==> src/design/hrss_find.sv <==
// ----------------------------------------------------------------------------
// hrss_find: two-stage first-set finder over the cell flags
// Stage one finds the first primary and first fallback flag in each group of
// cells, stage two picks the first group. Primary hits win over fallback.
// Returns the hit, its cell index and the owner carried with it.
// ----------------------------------------------------------------------------
module hrss_find #(
  parameter int N     = 256,
  parameter int IDX_W = 8,
  parameter int PW    = 4
) (
  input  logic                clk,
  input  logic [N-1:0]        prim,
  input  logic [N-1:0]        fb,
  input  logic [N-1:0][PW-1:0] pay,
  output logic                hit,
  output logic [IDX_W-1:0]    idx,
  output logic [PW-1:0]       pay_out
);
  localparam int GRP_W  = (IDX_W + 1) / 2;
  localparam int NGRP_W = IDX_W - GRP_W;
  localparam int GRP    = 1 << GRP_W;
  localparam int NGRP   = 1 << NGRP_W;
  localparam int FULL   = 1 << IDX_W;

  logic [FULL-1:0]          prim_pad;
  logic [FULL-1:0]          fb_pad;
  logic [FULL-1:0][PW-1:0]  pay_pad;

  logic [NGRP-1:0]             p_any_nxt, p_any_r, f_any_nxt, f_any_r;
  logic [NGRP-1:0][GRP_W-1:0]  p_off_nxt, p_off_r, f_off_nxt, f_off_r;
  logic [NGRP-1:0][PW-1:0]     p_pay_nxt, p_pay_r, f_pay_nxt, f_pay_r;

  logic              hit_r, hit_nxt;
  logic [IDX_W-1:0]  idx_r, idx_nxt;
  logic [PW-1:0]     pay_r, pay_nxt;

  assign prim_pad = FULL'(prim);
  assign fb_pad   = FULL'(fb);
  assign pay_pad  = (FULL * PW)'(pay);

  assign hit     = hit_r;
  assign idx     = idx_r;
  assign pay_out = pay_r;

  always_comb begin
    for (int g = 0; g < NGRP; g++) begin
      p_any_nxt[g] = 1'b0;
      p_off_nxt[g] = '0;
      p_pay_nxt[g] = '0;
      f_any_nxt[g] = 1'b0;
      f_off_nxt[g] = '0;
      f_pay_nxt[g] = '0;
      // scan down so the lowest set bit wins
      for (int j = GRP - 1; j >= 0; j--) begin
        if (prim_pad[g*GRP + j]) begin
          p_any_nxt[g] = 1'b1;
          p_off_nxt[g] = GRP_W'(j);
          p_pay_nxt[g] = pay_pad[g*GRP + j];
        end
        if (fb_pad[g*GRP + j]) begin
          f_any_nxt[g] = 1'b1;
          f_off_nxt[g] = GRP_W'(j);
          f_pay_nxt[g] = pay_pad[g*GRP + j];
        end
      end
    end
  end

  always_ff @(posedge clk) begin
    p_any_r <= p_any_nxt;
    p_off_r <= p_off_nxt;
    p_pay_r <= p_pay_nxt;
    f_any_r <= f_any_nxt;
    f_off_r <= f_off_nxt;
    f_pay_r <= f_pay_nxt;
  end

  always_comb begin
    logic [IDX_W-1:0] p_idx, f_idx;
    logic [PW-1:0]    p_pay, f_pay;
    p_idx = '0;
    f_idx = '0;
    p_pay = '0;
    f_pay = '0;
    for (int g = NGRP - 1; g >= 0; g--) begin
      if (p_any_r[g]) begin
        p_idx = IDX_W'((g << GRP_W) + int'(p_off_r[g]));
        p_pay = p_pay_r[g];
      end
      if (f_any_r[g]) begin
        f_idx = IDX_W'((g << GRP_W) + int'(f_off_r[g]));
        f_pay = f_pay_r[g];
      end
    end
    hit_nxt = (|p_any_r) || (|f_any_r);
    idx_nxt = (|p_any_r) ? p_idx : f_idx;
    pay_nxt = (|p_any_r) ? p_pay : f_pay;
  end

  always_ff @(posedge clk) begin
    hit_r <= hit_nxt;
    idx_r <= idx_nxt;
    pay_r <= pay_nxt;
  end

endmodule

==> config.mk <==
export PLATFORM = sky130hd
export DESIGN_NAME = hrss_find
export DESIGN_NICKNAME = d
export VERILOG_FILES = /design/src/design/hrss_find.sv
export SDC_FILE = /design/constraint.sdc
export NUM_CORES = 2
export LEC_CHECK = 0
export BUFFER_PORTS_ARGS = -buffer_cell sky130_fd_sc_hd__buf_2
export CORE_AREA = 2 2 605 607
export DETAILED_ROUTE_END_ITERATION = 10
export DIE_AREA = 0 0 607 609
export PLACE_DENSITY = 0.3
export RECOVER_POWER = 50
export SKIP_CTS_REPAIR_TIMING = 1
export SYNTH_ARGS = -nofsm -noshare
export SYNTH_HDL_FRONTEND = slang
export SYNTH_SLANG_ARGS = --single-unit
==> constraint.sdc <==
create_clock -name clk -period 4.9 [get_ports clk]
set_input_delay 0.49 -clock clk [delete_from_list [all_inputs] [get_ports clk]]
set_output_delay 0.49 -clock clk [all_outputs]
set_load 0.01 [all_outputs]
==> results.toml <==
[cts]
cts.sinks = 301
cts_max_level = 2
cts.clk_slew.worst_paths_ns = 0.07
cts_buffers = 51
cts_root_buffer = "clkbuf_16"
clock_latency_ns = 0.69
cts_buffer_depth = 3
cts_tree = "yes"

[synth]
synth_edf_count = 0
synth-seq-cells = 301
async_flop_share_pct = 0
ys_seq_area_share_pct = 18.9
yosysWarnings = 0
synth_nets = 6583
syn_area_per_cell_um2 = 6.33
ys_types = 75
syn_inst = 5046
netlist_area_um2 = 31900
synthFlopType = "dfxtp_1"

[sta]
worstMarginPinSlew_ns = 1.40
setup_viol = 0
fin_skew_ns = 0.0496
setup_tns_ns = 0
drv_slew = 0
finalHoldViolCount = 0
worst_slack_ns = 1.05
max_freq_mhz = 260
slew_headroom_pct = 5.71
rsz0062_at_grt = "no"
min_period_over_period_pct = 78.6
fin_crit_ns = 3.85

[worst_setup_path]
rr_worst_depth = 6
timing.critical_path.from = "p_any_r[10]"
path_buf_inv = 0
worst-path-stages = 6
path_max_fanout = 13
start_kind = "register"
cpPeakStageDelay_ns = 0.85
cp_top_family = "compound AO/OA/AOI/OAI gates"
critPathKind = "reg -> reg"
cp.required_ns = 5.42
rr_startpoint = "p_any_r[10]"
critical_path.slowest_cell = "dfxtp_1"
worstPathArrival_ns = 4.38
r2r_end = "idx[1]"
ff2ff_setup_slack_ns = 1.05
path_cells = "nor2b_1 -> a221oi_1 -> nand2_1 -> o21ai_0 -> a31oi_1 -> o32a_1"
end_kind = "register"

[placement]
dpl_worst_slack_ns = 0.816
dpl.hpwl_um = 345000
io_buffers = 1549
routabilityCongestion = 1.03
placed_cells = 11200

[global_routing]
grt_usage_pct = 19.6
grt_max_degree = 17
grt_overflow = 0
first_global_vias = 47600
antenna_found_initial = 407
grt_pass1_wl_um = 484000

[die]
die_area_um2 = 370000
chipWidth_um = 607
boundaryPins = 1550
start_util_pct = 8.77
core_area_um2 = 364000
rows = 222
die_height_um = 609

[cells_and_area]
drive_gt1_share_pct = 25.7
seq_area_um2 = 6030
fill_cells = 42900
stdcell_count = 11500
post-route-util_pct = 13.0
finalNetCount = 7929
multi_input_area_um2 = 23700
area_growth_pct = 47.6

[hold_path]
hold_class = "in -> reg"
hold-path-cell-count = 3
holdPathEnd = "f_pay_r[53]"
min_from = "pay[833]"

[routing]
via_count = 49500
drt_pass1_iterations = 6
drtIter0Drc = 4854
route.detailed.drc = 0
wl_per_cell_um = 33.1
postRouteAntennaNets = 0
avgViaCountPerCell = 4.32
drt_wl_total_um = 380000

[pwr]
total_power_mw = 10.1
irDropWorstVdd_uv = 243
power_leakage_nw = 18.1
p_per_area_nw_per_um2 = 214

[run]
maxCapViolations = 0

[status]
status = "completed"
[power breakdown]
part,switching (mW),internal (mW),total [mW]
registers,0.167,2.61,2.78
clock network,1.65,2.45,4.10
logic,2.13,1.07,3.21
total,3.95,6.14,10.1
[kinds of logic (layout without fill, tap and decap cells)]
group,after synthesis,after routing,synth area share [%]
flops,301,301,18.9
compound gates,2102,2102,43.6
simple gates,2035,2035,29.8
buf+inv,581,1970,6.89
mux,27,27,0.854
other cells,0,223,0
[how the worst max path moves through the flow]
stage | to | slack, ns
after global routing | idx[1] | 0.73
after floorplan | p_pay_r[31] | 2.98
after global placement | idx[1] | 0.56
after detailed placement | idx[1] | 0.82
final | idx[1] | 1.05
after CTS | idx[1] | 0.78
[sequential cells by signal (all words and copies together) (netlist names)]
signal and cells:
f_off_r 64, hit 1, f_any_r 16, f_pay_r 64, p_any_r 16, p_pay_r 64, pay_out 4, idx 8
p_off_r 64
[layout by cell type, fill, tap and decap left out, drive strengths merged, types with 46 or more instances in the layout]
cell / count
o221ai: 97
a21boi: 50
o21ai: 390
inv: 305
dfxtp: 301
nor2b: 254
buf: 1491
nor2: 411
a31oi: 196
clkbuf: 147
o22ai: 62
o31ai: 52
a221oi: 116
nand2b: 87
a211oi: 46
a21oi: 482
nand2: 876
nand3b: 46
nor3: 94
a22oi: 88
nor4: 54
diode: 223
o211ai: 279
[final cells by class]
class / count / share of cell area [%]
Antenna cell: 223 / 1.18
Clock buffer: 67 / 3.05
Clock inverter: 29 / 0.847
Inverter: 303 / 2.41
Multi-Input combinational cell: 4164 / 50.4
Sequential cell: 301 / 12.8
Tap cell: 4816 / 12.8
Timing Repair Buffer: 1571 / 16.6
[synthesized netlist by cell type, types with 25 or more instances]
cell	n	area (um^2)
nand2_1	876	3290
a21oi_1	482	2410
nor2_1	410	1540
o21ai_0	382	1910
inv_1	303	1140
dfxtp_1	301	6030
o211ai_1	279	2090
clkbuf_1	272	1020
nor2b_1	254	1590
a31oi_1	196	1230
a221oi_1	115	1010
o221ai_1	97	850
nor3_1	93	465
a22oi_1	88	661
nand2b_1	87	544
o22ai_1	62	388
nor4_1	53	332
o31ai_1	52	390
a21boi_0	50	375
a211oi_1	46	345
nand3b_1	46	345
nor3b_1	43	323
nand3_1	35	175
or2_2	35	219
and3_1	34	213
o21bai_1	30	225
a2111oi_0	29	254
a221o_1	26	260
mux2i_1	25	250
[layer usage]
layer	GRT usage (%)	routed length [um]	up-vias
met5	0	798	-
met4	8.21	18300	132
met3	3.40	23400	831
met2	35.0	189000	2627
met1	22.9	148000	24200
li1	-	-	21700
[tightest hold or removal path, stage by stage]
cell and delay, ns:
buf_2 0.09, a221oi_1 0.08, o21ai_1 0.07
[stage by stage]
step | instance area (um^2) | hold slack (ns)
final | 47100 | 0.0758
after global routing | 47000 | 0.0414
after CTS | 46700 | -0.00963
after detailed placement | 44900 | 0.538
after global placement | 44800 | 0.533
after floorplan | 31900 | 0.434
No activity file was read; power rests on OpenSTA's default activity.
