==> src/design/hrss_pkg.sv <==
// ----------------------------------------------------------------------------
// hrss_pkg: shared types for the hash ring server select block
// Operation and status codes, search modes of the ring cells, sequencer
// states and the control word broadcast to every cell.
// ----------------------------------------------------------------------------
package hrss_pkg;

  localparam int POINT_W = 32;

  typedef enum logic [1:0] {
    OP_CLEAR        = 2'd0,
    OP_INSERT       = 2'd1,
    OP_LOOKUP_KEY   = 2'd2,
    OP_LOOKUP_AFTER = 2'd3
  } op_t;

  typedef enum logic [1:0] {
    ST_OK       = 2'd0,
    ST_NO_READY = 2'd1,
    ST_EMPTY    = 2'd2,
    ST_FULL     = 2'd3
  } status_t;

  // Search mode of the cells: locate a server's first point, key lookup,
  // lookup past a located server.
  typedef enum logic [1:0] {
    Q_MATCH = 2'd0,
    Q_KEY   = 2'd1,
    Q_AFTER = 2'd2
  } qmode_t;

  typedef enum logic [2:0] {
    S_IDLE  = 3'd0,
    S_EXEC  = 3'd1,
    S_GRP   = 3'd2,
    S_SEL   = 3'd3,
    S_DONE  = 3'd4,
    S_AFTER = 3'd5
  } state_t;

  typedef struct packed {
    logic   clr;
    logic   ins;
    logic   eval;
    qmode_t mode;
  } cell_ctl_t;

endpackage

==> src/design/hrss_cell.sv <==
// ----------------------------------------------------------------------------
// hrss_cell: one slot of the sorted ring
// Holds one point and its owner. On insert it keeps its point, takes the new
// point, or takes its left neighbor's point, so the row stays sorted. On a
// search it registers its primary and fallback candidate flags.
// ----------------------------------------------------------------------------
module hrss_cell #(
  parameter int IDX          = 0,
  parameter int IDX_W        = 8,
  parameter int SID_W        = 4,
  parameter int SERVER_COUNT = 16
) (
  input  logic                       clk,
  input  logic                       rst_n,
  input  hrss_pkg::cell_ctl_t        ctl,
  input  logic [hrss_pkg::POINT_W-1:0] value,
  input  logic [hrss_pkg::POINT_W-1:0] hash,
  input  logic [SID_W-1:0]           sid,
  input  logic [SERVER_COUNT-1:0]    mask,
  input  logic [IDX_W-1:0]           found,
  input  logic [hrss_pkg::POINT_W-1:0] left_point,
  input  logic [SID_W-1:0]           left_owner,
  input  logic                       left_valid,
  input  logic                       left_below,
  output logic [hrss_pkg::POINT_W-1:0] point,
  output logic [SID_W-1:0]           owner,
  output logic                       valid,
  output logic                       below,
  output logic                       prim,
  output logic                       fb
);
  import hrss_pkg::*;

  logic [POINT_W-1:0] point_r;
  logic [SID_W-1:0]   owner_r;
  logic               valid_r;
  logic               valid_nxt;
  logic               prim_r;
  logic               prim_nxt;
  logic               fb_r;
  logic               fb_nxt;
  logic               ready;
  logic               is_sid;

  assign point = point_r;
  assign owner = owner_r;
  assign valid = valid_r;
  assign prim  = prim_r;
  assign fb    = fb_r;

  always_comb begin
    // equal points stay ahead of the new one
    below     = valid_r && (point_r <= value);
    valid_nxt = below || left_below || left_valid;
    ready     = |(mask & (SERVER_COUNT'(1) << owner_r));
    is_sid    = (owner_r == sid);
    prim_nxt  = 1'b0;
    fb_nxt    = 1'b0;
    case (ctl.mode)
      Q_MATCH: begin
        prim_nxt = valid_r && is_sid;
      end
      Q_KEY: begin
        fb_nxt   = valid_r && ready;
        prim_nxt = valid_r && ready && (point_r >= hash);
      end
      Q_AFTER: begin
        fb_nxt   = valid_r && ready && !is_sid;
        prim_nxt = valid_r && ready && !is_sid && (IDX_W'(IDX) > found);
      end
      default: begin
        prim_nxt = 1'b0;
        fb_nxt   = 1'b0;
      end
    endcase
  end

  always_ff @(posedge clk) begin
    if (!rst_n) begin
      valid_r <= 1'b0;
    end else if (ctl.clr) begin
      valid_r <= 1'b0;
    end else if (ctl.ins) begin
      valid_r <= valid_nxt;
    end
  end

  always_ff @(posedge clk) begin
    if (ctl.ins && !below) begin
      // shift right behind the insert position, take the new word at it
      point_r <= left_below ? value : left_point;
      owner_r <= left_below ? sid : left_owner;
    end
    if (ctl.eval) begin
      prim_r <= prim_nxt;
      fb_r   <= fb_nxt;
    end
  end

endmodule

==> config.mk <==
export PLATFORM = sky130hd
export DESIGN_NAME = hrss_cell
export DESIGN_NICKNAME = d
export VERILOG_FILES = /design/src/design/hrss_pkg.sv /design/src/design/hrss_cell.sv
export SDC_FILE = /design/constraint.sdc
export NUM_CORES = 1
export LEC_CHECK = 0
export ABC_AREA = 0
export BUFFER_PORTS_ARGS = -buffer_cell sky130_fd_sc_hd__buf_4
export CORE_MARGIN = 2
export CORE_UTILIZATION = 43
export DETAILED_ROUTE_END_ITERATION = 10
export GPL_ROUTABILITY_DRIVEN = 0
export PLACE_DENSITY = 0.76
export RECOVER_POWER = 25
export SLEW_MARGIN = 20
export SYNTH_ARGS = -nofsm -noshare
export SYNTH_HDL_FRONTEND = slang
export SYNTH_SLANG_ARGS = --single-unit
==> constraint.sdc <==
create_clock -name clk -period 2.9 [get_ports clk]
set_input_delay 0.58 -clock clk [delete_from_list [all_inputs] [get_ports clk]]
set_output_delay 0.58 -clock clk [all_outputs]
set_load 0.02 [all_outputs]
==> results.tsv <==
stage	metric	value	unit
critical_path	CP Max Fanout	3	
critical_path	reg-to-reg endpoint	point[7]	
synth	synth unique cells	50	
cts	CTS tree	built	
global_routing	GRT met3 Usage	0.02925	
cts	clk slew on worst S/H paths	0.08	ns
critical_path	RR Startpoint	point[25]	
critical_path	register-to-register path setup slack	0.43	ns
drt	Routed wire per std cell	15.09	um
synth	Synth Instances	349	
cells_and_area	nets	749	
timing	Period minus WS final	2.830	ns
power_and_ir_drop	Leak Pwr	2.698	nW
timing	Slew Limit Fails	0	
timing	TNS Setup	0	ns
synth	number of synthesized flops with an enable pin	38	
cts	Clock Tree Root	clkbuf_8	
cts	total CTS buffers	5	
critical_path	crit path kind	reg -> out	
global_routing	first-pass GRT wire length	14570	um
critical_path	Critical Path RT	2.32	ns
synth	syn nets	554	
timing	Final setup viols	0	
global_routing	total gr overflow	0	
drt	Via Count	3306	
cts	H-tree depth	2	
floorplan	Horiz. Die Dim	95.39	um
critical_path	startpoint types	flop	
cells_and_area	Synth-to-Final Area Change	49.27	%
place	port bufs	168	
power_and_ir_drop	VDD IR max	0.0001816	V
cells_and_area	antenna cell count	0	
flow_run	maxcap violations	0	
global_routing	vias in the first global route	3255	
place	placed cell area	5016	um2
global_routing	largest net degree at the start of global routing	38	
power_and_ir_drop	total power	1.738	mW
cells_and_area	fin cells	650	
synth	syn_area_per_cell	10.29	um2
floorplan	starting density of the core	0.4392	
synth	Seq/Total Area, Yosys	0.3233	
timing	PnR worst setup slack	0.06982	ns
global_routing	GR peak layer	met2	
timing	period utilization	0.9759	
cells_and_area	final core occ	0.6556	
floorplan	# rows	33	
timing	Max Clock Skew	0.005221	ns
floorplan	Core Box Area	8175	um2
status	outcome	complete, no violations	
synth	cell taking the most area after synthesis	edfxtp_1	
timing	f_max	353.3	MHz
timing	Slew @ Worst Pin	1.015	ns
global_routing	met2 Use GR	0.3826	
critical_path	Critical Path End Type	primary output	
timing	RSZ-0062 raised after global routing	true	
cts	clk sinks	39	
drt	Routed Antenna Nets	0	
synth	cell area after synthesis	3591	um2
cts	CTS Hold Bufs	0	
timing	headroom to the max-slew limit	0.3236	
global_routing	GR Util All Layers	0.2073	
drt	DRT Pass-1 Iters	4	
floorplan	io pins	177	
drt	# DRC	0	
min_path	hold crit path type	in -> reg	
critical_path	CP Capture Point	below	
synth	ys flop type	edfxtp_1	
cts	Clock Tree Buf Depth	2	
power_and_ir_drop	pwr dens	324.2	nW/um2
timing	WHS	0.5420	ns
floorplan	Die ar.	9098	um2
cells_and_area	Finished Cell Area	5360	um2
cells_and_area	share of cells above drive strength 1	0.4661	
synth	most frequent cell after synthesis	inv_1	
critical_path	Reg2Reg Depth	8	
critical_path	Critical Path Source	point[25]	
global_routing	initial antenna violation count	0	
synth	Seq cells post-synth	39	
drt	DR vias/cell	5.086	
synth	asr flop ratio synth	0	
synth	leading post-synthesis cells by cell area	edfxtp_1, ha_1, mux2_2	
timing	final hold vios	0	
floorplan	Die H	95.39	um
synth	yosys warns	0	
cts	worst skew pair latency	0.29	ns
synth	Yosys top cell area share	0.3178	
drt	Post-Route WL	9806	um
drt	DRT iter0 DRCs	145	
synth	Post-synth top cells	inv_1, ha_1, edfxtp_1	
place	Placed Cells	620	
global_routing	met1 Track Usage GR	0.2476	
place	HPWL after DPL	7919	um
place	pre-CTS WS	-0.008595	ns
critical_path	Worst EP arrival	2.25	ns
==> flip-flops by register name, summed over array words and instances, names as in the netlist <==
| signal | count |
|---|---|
| owner | 4 |
| valid | 1 |
| prim | 1 |
| point | 32 |
| fb | 1 |
==> how the worst min path moves through the flow <==
| stage | cells past startpoint | startpoint | to | slack (ns) |
|---|---|---|---|---|
| floorplan | 2 | valid | fb | 0.67 |
| global placement | 2 | valid | fb | 0.64 |
| CTS | 1 | ctl[2] | fb | 0.49 |
| detailed placement | 2 | valid | fb | 0.62 |
| global route | 1 | ctl[2] | prim | 0.55 |
| finish | 1 | ctl[2] | prim | 0.54 |
==> final cells by class <==
| type | count | area, um2 |
|---|---|---|
| Fill cell | 668 | 2815 |
| Multi-Input combinational cell | 232 | 2235 |
| Timing Repair Buffer | 195 | 1486 |
| Sequential cell | 39 | 1161 |
| Inverter | 71 | 266.5 |
| Tap cell | 105 | 131.4 |
| Clock buffer | 6 | 72.57 |
| Clock inverter | 2 | 7.507 |
==> placed cells by master, fill, tap and decap left out, types with 2 or more instances in the layout <==
master    instances
nand2b_1          2
inv_1            71
clkbuf_8          5
nand2_1          13
clkinv_1          2
nor3b_1           2
mux4_2            2
a21o_1            5
o21ai_1           2
nand4_1          11
a211oi_1          7
nand3_1           5
a221oi_2          2
o211a_1           2
ha_1             64
ha_4              4
mux2i_1           3
clkbuf_1          2
nor2_1            6
mux2_2           36
xor2_1            4
o21ai_0          10
edfxtp_1         38
o211ai_1          2
a21oi_1          19
buf_12            2
nor3_1            2
buf_4           190
==> timing repair <==
| action | 4_1_cts | 5_1_grt |
|---|---|---|
| setup buffers | 5 | 17 |
| pin swaps | 1 | 8 |
| resized for setup | 4 | 13 |
| endpoints found under the hold margin | 0 | 0 |
| setup endpoints to repair | 1 | 1 |
==> power by group <==
part           internal (mW)  total [mW]  switching (mW)
combinational          0.359       0.660           0.301
sequential             0.672       0.714          0.0420
clock                  0.165       0.364           0.200
total                   1.20        1.74           0.542
==> worst max-delay path: stages (launching register included) <==
cell and delay (ns):
edfxtp_1 0.46, ha_4 0.30, nand4_1 0.20, nor4_2 0.26, buf_4 0.16, a21bo_4 0.22
a31oi_4 0.16, nor2_2 0.06, buf_6 0.13
==> logic make-up (layout without fill, tap and decap cells) <==
kind of cell,count (synthesis),count (layout),synth area share
mux,41,41,0.1338
flops,39,39,0.3233
simple gates,52,52,0.08154
compound gates,67,67,0.1317
xor+xnor,4,4,0.009755
fa+ha+maj,68,68,0.2369
buf+inv,78,274,0.08293
==> routing by layer <==
metal  share of wire  wire [um]
met1            0.41       4019
met2            0.52       5099
met3           0.054        530
met4           0.016        157
met5               0          0
Power figures use the tool's default switching activity.
